==> src/design/blru_pkg.sv <==
package blru_pkg;

  // Storage is sized by the 4-bit bank field, whatever BANKS is.
  localparam int unsigned BANK_W      = 4;
  localparam int unsigned NUM_ENTRIES = 1 << BANK_W;
  localparam int unsigned OFFSET_W    = 17;
  localparam int unsigned CNT_W       = BANK_W;

  localparam int unsigned DEF_BANKS          = 16;
  localparam int unsigned DEF_RESIDENT_LIMIT = 4;
  localparam int unsigned DEF_BANK_BYTES     = 65536;
  localparam int unsigned DEF_STAMP_BITS     = 32;

  localparam int unsigned SHARED_W = 16;
  localparam int unsigned CFG_IDX_W = 2;

  localparam logic [CFG_IDX_W-1:0] CFG_SHARED_MASK = 2'd0;
  localparam logic [CFG_IDX_W-1:0] CFG_ACTIVE_BANK = 2'd1;
  localparam logic [CFG_IDX_W-1:0] CFG_CHECK       = 2'd2;

  localparam logic [1:0] ST_OK         = 2'd0;
  localparam logic [1:0] ST_BAD_BANK   = 2'd1;
  localparam logic [1:0] ST_BAD_OFFSET = 2'd2;
  localparam logic [1:0] ST_DENIED     = 2'd3;

  typedef enum logic [2:0] {
    S_IDLE,
    S_SCAN,
    S_DRAIN,
    S_FIN,
    S_DONE
  } state_e;

  typedef struct packed {
    logic              start;
    logic              cmp_en;
    logic              resident;
    logic [BANK_W-1:0] idx;
  } scan_ctrl_t;

  typedef struct packed {
    logic [CNT_W-1:0]  count;
    logic              found;
    logic [BANK_W-1:0] victim;
  } scan_stat_t;

endpackage

==> src/design/blru_ram.sv <==
module blru_ram #(
  parameter int unsigned WIDTH = 32,
  parameter int unsigned DEPTH = 16
) (
  input  logic                     clk_i,
  input  logic                     we_i,
  input  logic [$clog2(DEPTH)-1:0] waddr_i,
  input  logic [WIDTH-1:0]         wdata_i,
  input  logic [$clog2(DEPTH)-1:0] raddr_i,
  output logic [WIDTH-1:0]         rdata_o
);

  logic [WIDTH-1:0] mem_q [DEPTH];
  logic [WIDTH-1:0] rdata_q;

  always_ff @(posedge clk_i) begin
    if (we_i) begin
      mem_q[waddr_i] <= wdata_i;
    end
    rdata_q <= mem_q[raddr_i];
  end

  assign rdata_o = rdata_q;

endmodule

==> src/design/blru_scan.sv <==
module blru_scan import blru_pkg::*; #(
  parameter int unsigned STAMP_BITS = DEF_STAMP_BITS
) (
  input  logic                  clk_i,
  input  logic                  rst_ni,
  input  scan_ctrl_t            ctrl_i,
  input  logic [STAMP_BITS-1:0] stamp_i,
  output scan_stat_t            stat_o
);

  // One compare per cycle: counts residents and tracks the oldest stamp.
  logic [CNT_W-1:0]      count_q, count_d;
  logic                  found_q, found_d;
  logic [BANK_W-1:0]     victim_q, victim_d;
  logic [STAMP_BITS-1:0] oldest_q, oldest_d;

  always_comb begin
    count_d  = count_q;
    found_d  = found_q;
    victim_d = victim_q;
    oldest_d = oldest_q;
    if (ctrl_i.start) begin
      count_d  = '0;
      found_d  = 1'b0;
      victim_d = '0;
      oldest_d = '0;
    end else if (ctrl_i.cmp_en && ctrl_i.resident) begin
      count_d = count_q + CNT_W'(1);
      // strict less-than keeps the lowest bank on ties
      if (!found_q || (stamp_i < oldest_q)) begin
        found_d  = 1'b1;
        victim_d = ctrl_i.idx;
        oldest_d = stamp_i;
      end
    end
  end

  always_ff @(posedge clk_i or negedge rst_ni) begin
    if (!rst_ni) begin
      count_q  <= '0;
      found_q  <= 1'b0;
      victim_q <= '0;
    end else begin
      count_q  <= count_d;
      found_q  <= found_d;
      victim_q <= victim_d;
    end
  end

  always_ff @(posedge clk_i) begin
    oldest_q <= oldest_d;
  end

  assign stat_o.count  = count_q;
  assign stat_o.found  = found_q;
  assign stat_o.victim = victim_q;

endmodule

==> src/design/bank_residency_lru_manager_unit.sv <==
// Bank residency manager, least-recently-used replacement.
//
// Requests come in on the s_axis channel (op, bank, offset); one result per
// request leaves on m_axis (status, hit, victim_valid, victim_bank,
// victim_dirty). Configuration (shared mask, active bank, check enable) is
// written through cfg_we_i/cfg_idx_i/cfg_wdata_i; the user must write it only
// while the block is idle, which the block itself does not enforce.
//
// A rejected request or a hit goes from accept to the DONE state, which loads
// the output register. A miss scans the 15 bank entries through one stamp
// RAM read port and one shared compare unit, one entry per cycle: accept,
// SCAN, DRAIN, the FIN update, then DONE. s_axis_tready is high only while
// the sequencer is idle, so one request is in work at a time.
//
// The result sits in an output register; the next request is accepted while
// a result still waits, and the sequencer holds its finished result until
// the register frees up when the receiver stalls.
//
// Reset clears residency, dirty marks, the use counter and configuration.
module bank_residency_lru_manager_unit import blru_pkg::*; #(
  parameter int unsigned BANKS          = DEF_BANKS,
  parameter int unsigned RESIDENT_LIMIT = DEF_RESIDENT_LIMIT,
  parameter int unsigned BANK_BYTES     = DEF_BANK_BYTES,
  parameter int unsigned STAMP_BITS     = DEF_STAMP_BITS
) (
  input  logic                 clk_i,
  input  logic                 rst_ni,
  input  logic                 s_axis_tvalid,
  output logic                 s_axis_tready,
  input  logic [23:0]          s_axis_tdata,  // op, bank[3:0], offset[16:0], pad
  output logic                 m_axis_tvalid,
  input  logic                 m_axis_tready,
  output logic [15:0]          m_axis_tdata,  // status[1:0], hit, victim_valid,
                                              // victim_bank[3:0], victim_dirty, pad
  input  logic                 cfg_we_i,
  input  logic [CFG_IDX_W-1:0] cfg_idx_i,
  input  logic [SHARED_W-1:0]  cfg_wdata_i
);

  localparam int unsigned BB_W  = $clog2(BANK_BYTES + 1) + 1;
  localparam int unsigned OFS_W = (BB_W > OFFSET_W) ? BB_W : OFFSET_W;
  localparam int unsigned BK_W  = $clog2(BANKS + 1) + 1;
  localparam int unsigned CB_W  = (BK_W > BANK_W) ? BK_W : BANK_W;
  localparam int unsigned LIM_W = $clog2(RESIDENT_LIMIT + 1) + CNT_W;

  // ---- configuration registers
  logic [SHARED_W-1:0] shared_q;
  logic [BANK_W-1:0]   active_q;
  logic                check_q;

  always_ff @(posedge clk_i or negedge rst_ni) begin
    if (!rst_ni) begin
      shared_q <= '0;
      active_q <= '0;
      check_q  <= 1'b0;
    end else if (cfg_we_i) begin
      unique case (cfg_idx_i)
        CFG_SHARED_MASK: shared_q <= cfg_wdata_i;
        CFG_ACTIVE_BANK: active_q <= cfg_wdata_i[BANK_W-1:0];
        CFG_CHECK:       check_q  <= cfg_wdata_i[0];
        default: ;
      endcase
    end
  end

  // ---- request fields and the up-front checks
  logic                in_op;
  logic [BANK_W-1:0]   in_bank;
  logic [OFFSET_W-1:0] in_offset;
  logic [1:0]          in_status;
  logic                accept;

  assign in_op     = s_axis_tdata[0];
  assign in_bank   = s_axis_tdata[4:1];
  assign in_offset = s_axis_tdata[21:5];
  assign accept    = s_axis_tvalid && s_axis_tready;

  always_comb begin
    if ((in_bank == '0) || (CB_W'(in_bank) >= CB_W'(BANKS))) begin
      in_status = ST_BAD_BANK;
    end else if (OFS_W'(in_offset) >= OFS_W'(BANK_BYTES)) begin
      in_status = ST_BAD_OFFSET;
    end else if (check_q && (in_bank != active_q) && !shared_q[in_bank]) begin
      in_status = ST_DENIED;
    end else begin
      in_status = ST_OK;
    end
  end

  // ---- state
  state_e state_q, state_d;

  logic [NUM_ENTRIES-1:0] resident_q, resident_d;
  logic [NUM_ENTRIES-1:0] dirty_q, dirty_d;
  logic [STAMP_BITS-1:0]  use_cnt_q, use_cnt_d;

  logic              op_q;
  logic [BANK_W-1:0] bank_q;
  logic [1:0]        res_status_q, res_status_d;
  logic              res_hit_q, res_hit_d;
  logic              res_vvalid_q, res_vvalid_d;
  logic [BANK_W-1:0] res_vbank_q, res_vbank_d;
  logic              res_vdirty_q, res_vdirty_d;

  logic [BANK_W-1:0] idx_q, idx_d;
  logic              cmp_vld_q, cmp_vld_d;
  logic [BANK_W-1:0] cmp_idx_q;

  logic [15:0] out_data_q, out_data_d;
  logic        out_vld_q, out_vld_d;

  scan_ctrl_t            scan_ctrl;
  scan_stat_t            scan_stat;
  logic [STAMP_BITS-1:0] stamp_rd;
  logic                  stamp_we;
  logic                  evict;
  logic                  out_free;
  logic                  load_out;
  logic                  is_miss;

  assign out_free = !out_vld_q || m_axis_tready;
  assign is_miss  = (in_status == ST_OK) && !resident_q[in_bank];
  assign evict    = scan_stat.found
                    && (LIM_W'(scan_stat.count) >= LIM_W'(RESIDENT_LIMIT));

  // ---- sequencer: next state
  always_comb begin
    state_d = state_q;
    unique case (state_q)
      S_IDLE:  if (accept) state_d = is_miss ? S_SCAN : S_DONE;
      S_SCAN:  if (idx_q == BANK_W'(NUM_ENTRIES - 1)) state_d = S_DRAIN;
      S_DRAIN: state_d = S_FIN;
      S_FIN:   state_d = S_DONE;
      S_DONE:  if (out_free) state_d = S_IDLE;
      default: state_d = S_IDLE;
    endcase
  end

  // ---- sequencer: outputs
  always_comb begin
    s_axis_tready      = 1'b0;
    stamp_we           = 1'b0;
    load_out           = 1'b0;
    cmp_vld_d          = 1'b0;
    idx_d              = idx_q;
    scan_ctrl.start    = 1'b0;
    scan_ctrl.cmp_en   = cmp_vld_q;
    scan_ctrl.idx      = cmp_idx_q;
    scan_ctrl.resident = resident_q[cmp_idx_q];
    unique case (state_q)
      S_IDLE: begin
        s_axis_tready   = 1'b1;
        stamp_we        = accept && (in_status == ST_OK);
        scan_ctrl.start = accept;
        idx_d           = BANK_W'(1);
      end
      S_SCAN: begin
        cmp_vld_d = 1'b1;
        idx_d     = idx_q + BANK_W'(1);
      end
      S_DRAIN: ;
      S_FIN:   ;
      S_DONE:  load_out = out_free;
      default: ;
    endcase
  end

  // ---- datapath updates
  always_comb begin
    resident_d   = resident_q;
    dirty_d      = dirty_q;
    use_cnt_d    = use_cnt_q;
    res_status_d = res_status_q;
    res_hit_d    = res_hit_q;
    res_vvalid_d = res_vvalid_q;
    res_vbank_d  = res_vbank_q;
    res_vdirty_d = res_vdirty_q;
    if (stamp_we) begin
      if (use_cnt_q != '1) begin
        use_cnt_d = use_cnt_q + STAMP_BITS'(1);
      end
      // a write to a bank already resident marks it dirty now
      if (resident_q[in_bank] && in_op) begin
        dirty_d[in_bank] = 1'b1;
      end
    end
    if (accept) begin
      res_status_d = in_status;
      res_hit_d    = (in_status == ST_OK) && resident_q[in_bank];
      res_vvalid_d = 1'b0;
      res_vbank_d  = '0;
      res_vdirty_d = 1'b0;
    end
    if (state_q == S_FIN) begin
      if (evict) begin
        res_vvalid_d                = 1'b1;
        res_vbank_d                 = scan_stat.victim;
        res_vdirty_d                = dirty_q[scan_stat.victim];
        resident_d[scan_stat.victim] = 1'b0;
        dirty_d[scan_stat.victim]    = 1'b0;
      end
      resident_d[bank_q] = 1'b1;
      dirty_d[bank_q]    = op_q;
    end
  end

  always_comb begin
    out_vld_d  = out_vld_q;
    out_data_d = out_data_q;
    if (m_axis_tready) begin
      out_vld_d = 1'b0;
    end
    if (load_out) begin
      out_vld_d  = 1'b1;
      out_data_d = {7'd0, res_vdirty_q, res_vbank_q, res_vvalid_q, res_hit_q,
                    res_status_q};
    end
  end

  always_ff @(posedge clk_i or negedge rst_ni) begin
    if (!rst_ni) begin
      state_q    <= S_IDLE;
      resident_q <= '0;
      dirty_q    <= '0;
      use_cnt_q  <= '0;
      cmp_vld_q  <= 1'b0;
      out_vld_q  <= 1'b0;
    end else begin
      state_q    <= state_d;
      resident_q <= resident_d;
      dirty_q    <= dirty_d;
      use_cnt_q  <= use_cnt_d;
      cmp_vld_q  <= cmp_vld_d;
      out_vld_q  <= out_vld_d;
    end
  end

  always_ff @(posedge clk_i) begin
    if (accept) begin
      op_q   <= in_op;
      bank_q <= in_bank;
    end
    idx_q        <= idx_d;
    cmp_idx_q    <= idx_q;
    res_status_q <= res_status_d;
    res_hit_q    <= res_hit_d;
    res_vvalid_q <= res_vvalid_d;
    res_vbank_q  <= res_vbank_d;
    res_vdirty_q <= res_vdirty_d;
    out_data_q   <= out_data_d;
  end

  // ---- stamp store and the shared compare unit
  // Only resident entries are ever compared, and each was stamped when it
  // became resident, so the store needs no clearing.
  blru_ram #(
    .WIDTH (STAMP_BITS),
    .DEPTH (NUM_ENTRIES)
  ) u_stamp_ram (
    .clk_i   (clk_i),
    .we_i    (stamp_we),
    .waddr_i (in_bank),
    .wdata_i (use_cnt_d),
    .raddr_i (idx_q),
    .rdata_o (stamp_rd)
  );

  blru_scan #(
    .STAMP_BITS (STAMP_BITS)
  ) u_scan (
    .clk_i   (clk_i),
    .rst_ni  (rst_ni),
    .ctrl_i  (scan_ctrl),
    .stamp_i (stamp_rd),
    .stat_o  (scan_stat)
  );

  assign m_axis_tvalid = out_vld_q;
  assign m_axis_tdata  = out_data_q;

  // ---- assertions
  a_limit: assert property (@(posedge clk_i) disable iff (!rst_ni)
    ($countones(resident_q) <= RESIDENT_LIMIT) || (RESIDENT_LIMIT >= NUM_ENTRIES))
    else $error("more banks resident than the limit allows");

  a_bank0: assert property (@(posedge clk_i) disable iff (!rst_ni)
    !resident_q[0])
    else $error("bank zero became resident");

  a_dirty: assert property (@(posedge clk_i) disable iff (!rst_ni)
    (dirty_q & ~resident_q) == '0)
    else $error("dirty mark on a bank that is not resident");

  a_victim: assert property (@(posedge clk_i) disable iff (!rst_ni)
    m_axis_tvalid && m_axis_tdata[3] |-> (m_axis_tdata[1:0] == ST_OK) && !m_axis_tdata[2])
    else $error("victim reported on a hit or rejected request");

  a_evict: assert property (@(posedge clk_i) disable iff (!rst_ni)
    (state_q == S_FIN) && evict |=> !resident_q[$past(scan_stat.victim)])
    else $error("evicted bank still resident");

endmodule
==> config.mk <==
export PLATFORM = sky130hd
export DESIGN_NAME = bank_residency_lru_manager_unit
export DESIGN_NICKNAME = d
export VERILOG_FILES = /design/src/design/blru_pkg.sv /design/src/design/blru_ram.sv /design/src/design/blru_scan.sv /design/src/design/bank_residency_lru_manager_unit.sv
export SDC_FILE = /design/constraint.sdc
export NUM_CORES = 1
export LEC_CHECK = 0
export ABC_AREA = 1
export BUFFER_PORTS_ARGS = -buffer_cell sky130_fd_sc_hd__buf_4
export CAP_MARGIN = 20
export CORE_MARGIN = 4
export CORE_UTILIZATION = 35
export DETAILED_ROUTE_END_ITERATION = 16
export PLACE_DENSITY = 0.49
export SKIP_CTS_REPAIR_TIMING = 1
export SKIP_LAST_GASP = 1
export SYNTH_ARGS = -nofsm -noshare
export SYNTH_HDL_FRONTEND = slang
export SYNTH_SLANG_ARGS = --single-unit
export TNS_END_PERCENT = 5
==> constraint.sdc <==
create_clock -name clk_i -period 3.6 [get_ports clk_i]
set_clock_uncertainty 0.2 [all_clocks]
set_input_delay 0.72 -clock clk_i [delete_from_list [all_inputs] [get_ports clk_i]]
set_output_delay 0.72 -clock clk_i [all_outputs]
set_load 0.01 [all_outputs]
==> results of run 1 <==
## area by class of cell
type | instances | area [um^2]
multi-input combinational | 1650 | 8740
timing repair buffer | 143 | 1460
clock buffer | 104 | 2160
tap | 1134 | 1420
clock inverter | 43 | 398
fill | 7996 | 49100
inverter | 144 | 546
sequential | 706 | 20000
## cells by family (layout without fill, tap and decap cells)
| kind of cell | count (synthesis) | count (layout) | synth area share, % |
|---|---|---|---|
| buffers and inverters | 285 | 434 | 4.04 |
| other | 1 | 39 | 0.0127 |
| AND/OR/NAND/NOR | 1032 | 1032 | 14.4 |
| multiplexers | 62 | 62 | 2.14 |
| adder cells (fa/ha/maj) | 34 | 34 | 1.44 |
| AO/OA/AOI/OAI | 446 | 446 | 9.49 |
| XOR/XNOR | 37 | 37 | 1.09 |
| flip-flops | 706 | 706 | 67.4 |
## metal layers
metal  vias up  GRT usage, %
li1       9478             -
met1      9895          24.6
met2       434          27.9
met3       118          2.65
met4         0          5.23
met5         -             0
## worst max-delay path, delay by kind of cell, from the launching register on
family          cells  cell delay, ps
fa+ha+maj           1             290
buf+inv             4             960
compound gates      1             150
flops               1             400
simple gates        5             870
## worst min-delay path by stage
stage,endpoint,slack (ps),cells after the start
after floorplan,cmp_idx_q[2],150,0
after global placement,m_axis_tdata[1],200,0
after detailed placement,m_axis_tdata[1],210,0
after CTS,dirty_q[4],-140,1
after global routing,op_q,70,1
final,m_axis_tvalid,90,2
## power by group through the flow
stage / sequential, mW / combinational [mW] / clock (mW)
2_1_floorplan: 11.1 / 5.40 / 0
3_3_place_gp: 11.4 / 8.03 / 0
3_5_place_dp: 11.5 / 8.20 / 0
4_1_cts: 11.3 / 8.24 / 8.09
5_1_grt: 11.4 / 9.19 / 8.45
6_report: 11.3 / 8.14 / 7.86
## per-stage QoR
| stage | util [%] | TNS, ps | cell area [um^2] |
|---|---|---|---|
| 2_1_floorplan | - | -111800 | 29800 |
| 3_3_place_gp | 38.3 | 0 | 32100 |
| 3_5_place_dp | 38.3 | 0 | 32100 |
| 4_1_cts | 41.4 | 0 | 34700 |
| 5_1_grt | 41.4 | 0 | 34700 |
| 6_report | 41.4 | 0 | 34700 |
## state kept, by name (all words and copies together) (netlist names), 9 cells and up
name,cells
u_scan.oldest_q,32
use_cnt_q,32
dirty_q,16
resident_q,16
u_stamp_ram.rdata_o,32
shared_q,16
u_stamp_ram.mem_q,512
m_axis_tdata,9
## cell usage in the layout, fill, tap and decap left out, types with 5 or more instances in the layout
master / synthesis / routed
xor2_1: 36 / 36
nor2_4: 1 / 16
clkbuf_16: 0 / 80
o22ai_1: 6 / 6
buf_12: 0 / 31
inv_1: 135 / 132
clkbuf_8: 0 / 7
dfrtp_1: 99 / 99
nand4_1: 41 / 41
inv_2: 7 / 7
nand3_1: 112 / 112
o21bai_1: 7 / 7
o211ai_1: 15 / 15
nor4_1: 5 / 5
nand2_1: 424 / 424
o32ai_1: 78 / 78
conb_1: 1 / 39
ha_1: 34 / 34
o21ai_1: 13 / 22
o221ai_1: 53 / 53
dfxtp_1: 74 / 74
nor3_1: 26 / 26
buf_4: 16 / 111
a21oi_1: 37 / 37
clkbuf_1: 95 / 17
mux2_2: 12 / 12
bufinv_16: 0 / 5
mux2i_1: 50 / 50
edfxtp_1: 533 / 533
nor2_1: 405 / 390
clkinv_2: 0 / 19
clkinv_1: 2 / 13
o21ai_0: 225 / 216
==> summary.txt, run 1 <==
Run status
  – Status: complete, no violations

Setup path
  – Max FO, Critical Path: 17
  – Data arrival, critical path: 3300 ps
  – Worst Setup SP: use_cnt_q[0]
  – Worst Setup EP: u_stamp_ram.mem_q[1][22]
  – Worst reg-to-reg setup slack: 540 ps
  – CP required: 3840 ps
  – Critical Path Max Stage Delay: 400 ps
  – Worst Setup Start Kind: flip-flop
  – Setup CP Type: reg -> reg
  – Slowest stage cell, crit path: dfrtp_1
  – Worst Setup End Kind: flip-flop
  – Reg2Reg Depth: 11
  – Crit-path cells: ha_1 -> inv_1 -> nor3_2 -> nand2_1 -> nor2_1 -> nand2_1 -> inv_1 -> buf_12 -> nor2_1 -> o21ai_0 -> buf_4
  – RR Endpoint: u_stamp_ram.mem_q[1][22]
  – RR Startpoint: use_cnt_q[0]

Synthesis
  – Synth Flop Type: edfxtp_1
  – Area of the mapped netlist: 0.0296 mm^2
  – Mean Syn Cell Area: 11.4 um^2
  – Post-synth top area cell: edfxtp_1
  – Top-count cell post-synth: edfxtp_1
  – Post-Syn Instances: 2603
  – Synth cell types: 46
  – Ys async rst share: 14.0%
  – Register area share after synthesis: 67.4%
  – Post-synth EDFFs: 533
  – Total of warnings raised by yosys: 0
  – Flop and latch count out of synthesis: 706
  – Yosys top cell area share: 54.0%
  – Most area-consuming cells after synthesis: edfxtp_1, dfrtp_1, nand2_1
  – Most instantiated cells after synthesis: edfxtp_1, nand2_1, nor2_1, o21ai_0, inv_1

Layout
  – Fin cells: 3924
  – Layout cells sized above 1: 11.3%
  – Layout area overhead: 17.0%
  – # nets final: 2805
  – Ant. Diodes: 0

CTS
  – CTS max path bufs: 3
  – Clock tree from TritonCTS: yes
  – Worst-skew pair later-pin latency: 620 ps
  – Clock-pin slew on the worst setup and hold paths: 60 ps
  – Total clock sinks: 706
  – Num CTS Buffers: 79
  – # H-tree levels: 3
  – Clock Tree Root: clkbuf_16

Die
  – Core area: 0.0838 mm^2
  – Die X: 299 um
  – Die area: 0.0894 mm^2
  – Num ports: 65
  – Cell row count: 106
  – DIE HEIGHT: 299 um
  – Initial Util: 35.4%

Power and ir drop
  – Worst vdd ir: 387 uV
  – Combinational share of power: 29.8%
  – Pwr per Cell Area: 787 mW/mm^2
  – Sw Ratio: 35.0%
  – Final Power: 27.3 mW
  – Register share of total power: 41.4%
  – Int Power: 17.7 mW
  – NetSw: 9.55 mW
  – Clock power share: 28.8%
  – P_leak: 12.9 nW

Detailed routing
  – WL per Instance: 20.0 um
  – Met3 wire length: 3700 um
  – Top Layer Used: met4
  – # DRC: 0
  – Via/cell ratio: 5.08
  – Post-route ant nets: 0
  – Final WL: 78600 um
  – Metal-1 WL: 36600 um
  – Wire length on met2: 36300 um
  – Vias after detailed routing: 19900
  – First-pass DRT Iterations: 5
  – Iteration-0 DRC Markers: 1450

Placement
  – Dpl ws: 283 ps
  – Inst Count DP: 3776
  – Port Buffer Count: 39
  – DP HPWL: 48300 um
  – GP Congestion: 0.894

Job
  – Max cap viols: 0

Timing
  – Final setup vio count: 0
  – RSZ-0062 raised after global routing: false
  – Hold WS: 94.0 ps
  – Final hold vios: 0
  – Slew @ Worst Pin: 937 ps
  – Max-Slew Margin vs Limit: 37.3%
  – Max Slew Vio Count: 0
  – Final Worst Setup Slack: 539 ps
  – Period utilization: 85.0%
  – Fmax: 327 MHz
  – Fin crit period: 3060 ps

Global route
  – Total track usage: 17.5%
  – Global-route wire length before repair: 120000 um
  – Total gr overflow: 0
  – Vias in the first global route: 19500
  – Largest net degree at the start of global routing: 98
  – Initial antenna violation count: 4

Worst hold path
  – Hold_sp: m_axis_tready
  – Hold Path Class: in -> reg
(Power assumes the default switching activity.)
==> inputs of run 2 (changes only) <==
- SYNTH_HIERARCHICAL: default -> 1
==> summary.txt, run 2 <==
Global route
  – Total gr overflow: 0 (unchanged)
  – Total track usage: 17.7% (+0.23 points)
  – Largest net degree at the start of global routing: 133 (+36%)
  – Global-route wire length before repair: 131000 um (+9.2%)
  – Initial antenna violation count: 6 (+2)
  – Vias in the first global route: 21000 (+7.6%)

Die
  – Die X: 311 um (+3.9%)
  – DIE HEIGHT: 311 um (+3.9%)
  – Core area: 0.0904 mm^2 (+7.9%)
  – Cell row count: 110 (+3.8%)
  – Die area: 0.0965 mm^2 (+7.9%)
  – Initial Util: 35.5% (+0.091 points)
  – Num ports: 65 (unchanged)

Placement
  – Dpl ws: 306 ps (+23.8 ps)
  – Inst Count DP: 4534 (+20%)
  – Port Buffer Count: 39 (unchanged)
  – DP HPWL: 51000 um (+5.5%)
  – GP Congestion: 0.901 (+0.75%)
  – Placed cell area: 0.0342 mm^2 (+6.3%)

Detailed routing
  – Post-route ant nets: 0 (unchanged)
  – Via/cell ratio: 4.77 (-6.0%)
  – First-pass DRT Iterations: 5 (unchanged)
  – # DRC: 0 (unchanged)
  – Final WL: 86800 um (+10%)
  – WL per Instance: 18.5 um (-7.5%)
  – Vias after detailed routing: 22400 (+12%)
  – Iteration-0 DRC Markers: 1536 (+5.9%)

CTS
  – Num CTS Buffers: 80 (+1.3%)
  – Worst-skew pair later-pin latency: 640 ps (+20 ps)
  – Clock-pin slew on the worst setup and hold paths: 60 ps (about the same)
  – Total clock sinks: 706 (unchanged)
  – CTS max path bufs: 3 (unchanged)
  – Clock Tree Root: clkbuf_16
  – Clock tree from TritonCTS: yes
  – # H-tree levels: 3 (unchanged)

Power and ir drop
  – Final Power: 28.0 mW (+2.7%)
  – Worst vdd ir: 769 uV (+99%)
  – Pwr per Cell Area: 758 mW/mm^2 (-3.6%)
  – P_leak: 16.1 nW (+25%)

Layout
  – # nets final: 3522 (+26%)
  – Layout area overhead: 15.3%
  – Fillers: 8749 (+9.4%)
  – Biggest register: u_stamp_ram/mem_q
  – Commonest non-fill, non-tap cell in the layout: nand2_1
  – Max reg flops: 512 (unchanged)
  – Fin cells: 4684 (+19%)
  – Layout cells sized above 1: 9.24% (-2.1 points)
  – Commonest cells after routing, fill and taps aside: nand2_1, edfxtp_1, inv_1, nand3_1, buf_4
  – Finished Cell Area: 0.0370 mm^2 (+6.5%)

Synthesis
  – Area of the mapped netlist: 0.0321 mm^2 (+8.2%)
  – Top-count cell post-synth: nand2_1
  – Total of warnings raised by yosys: 6 (+6)
  – Most area-consuming cells after synthesis: edfxtp_1, nand2_1, dfrtp_1
  – Post-Syn Instances: 3361 (+29%)
  – Mean Syn Cell Area: 9.54 um^2 (-16%)
  – Synth Flop Type: edfxtp_1
  – Ys async rst share: 14.0% (unchanged)
  – Flop and latch count out of synthesis: 706 (unchanged)
  – Synth cell types: 46 (unchanged)
  – Most instantiated cells after synthesis: nand2_1, edfxtp_1, inv_1, nand3_1, nor2_1
  – Post-synth top area cell: edfxtp_1
  – Register area share after synthesis: 62.3% (-5.1 points)
  – Yosys top cell area share: 49.9% (-4.1 points)
  – Post-synth EDFFs: 533 (unchanged)

Timing
  – Fin crit period: 2950 ps (-107 ps)
  – Final Worst Setup Slack: 646 ps (+107 ps)
  – Period utilization: 82.1% (-3.0 points)
  – Slew @ Worst Pin: 933 ps (-3.76 ps)
  – Final setup vio count: 0 (unchanged)
  – Max Slew Vio Count: 0 (unchanged)
  – Fmax: 339 MHz (+3.6%)
  – RSZ-0062 raised after global routing: false
  – Final hold vios: 0 (unchanged)
  – Max-Slew Margin vs Limit: 37.6% (+0.25 points)

Run status
  – Status: complete, no violations

Setup path
  – Setup CP Type: reg -> reg
  – Worst Setup Start Kind: flip-flop
  – Worst reg-to-reg setup slack: 650 ps (+110 ps)
  – CP required: 3630 ps (-210 ps)
  – Worst Setup End Kind: flip-flop
  – Max FO, Critical Path: 17 (unchanged)
  – Data arrival, critical path: 2980 ps (-320 ps)

Worst hold path
  – Hold Path Class: in -> reg

Job
  – Max cap viols: 0 (unchanged)
## run 2: changes by cell type in the layout (fill, tap and decap cells not counted), sizes merged, moves of 52 or more
cell    previous run  this run
o221ai            53         1
o21ai            239        96
nand2            428      1063
inv              144       529
nor2             411       130
nand3            113       457
o32ai             78         0
## run 2: logic make-up (layout without fill, tap and decap cells)
family	Yosys count	after routing	share of synthesized area, %
simple gates	1736	1736	23.0
flops	706	706	62.3
buf+inv	680	820	9.38
compound gates	165	165	2.83
fa+ha+maj	34	34	1.33
xor+xnor	27	27	0.738
mux	12	12	0.422
other cells	1	8	0.0117
## run 2: layout make-up
type,instances,area (um^2),share of cell area [%]
Antenna cell,1,2.50,0.00677
Clock buffer,115,2360,6.38
Multi-Input combinational cell,1981,9230,25.0
Clock inverter,33,438,1.18
Sequential cell,706,20000,54.0
Inverter,526,1980,5.37
Tap cell,1176,1470,3.98
Timing Repair Buffer,146,1510,4.09
## run 2: worst max-delay path, stage by stage (launching register included)
cell      delay [ps]
dfrtp_1          400
ha_1             240
nand3_1          190
inv_1            160
nand2_1          110
nor2_1           280
nand4_1          160
nor3_1           160
nor2_1            70
buf_4            170
nand3b_1          90
nand2_1          320
## run 2: metal layers
layer / track usage [%] / share of wire [%] / wire length (um)
met1: 24.4 / 46 / 39700
met2: 29.0 / 47 / 41100
met3: 2.72 / 4.9 / 4240
met4: 5.11 / 2.0 / 1720
met5: 0 / 0 / 0
## run 2: where the power goes
group	internal, mW	switching (mW)
Clock	5.21	3.33
Sequential	10.1	0.705
Combinational	2.58	6.08
## run 2: worst paths after layout
check / endpoint / cells after the start / from
max: u_stamp_ram/mem_q[14][6] / 11 / use_cnt_q[0]
min: m_axis_tvalid / 2 / m_axis_tready
max reg2reg: u_stamp_ram/mem_q[14][6] / 11 / use_cnt_q[0]
min reg2reg: m_axis_tdata[2] / 0 / res_hit_q
min in group asynchronous: dirty_q[3] / 2 / rst_ni
max in group asynchronous: use_cnt_q[26] / 3 / rst_ni
## run 2: per-stage QoR
step           setup TNS, ps  util [%]  hold slack [ps]
2_1_floorplan        -117060         -              168
3_3_place_gp               0      37.8              207
3_5_place_dp               0      37.8              209
4_1_cts                    0      40.9             -314
5_1_grt                    0      40.9             60.4
6_report                   0      40.9             75.5
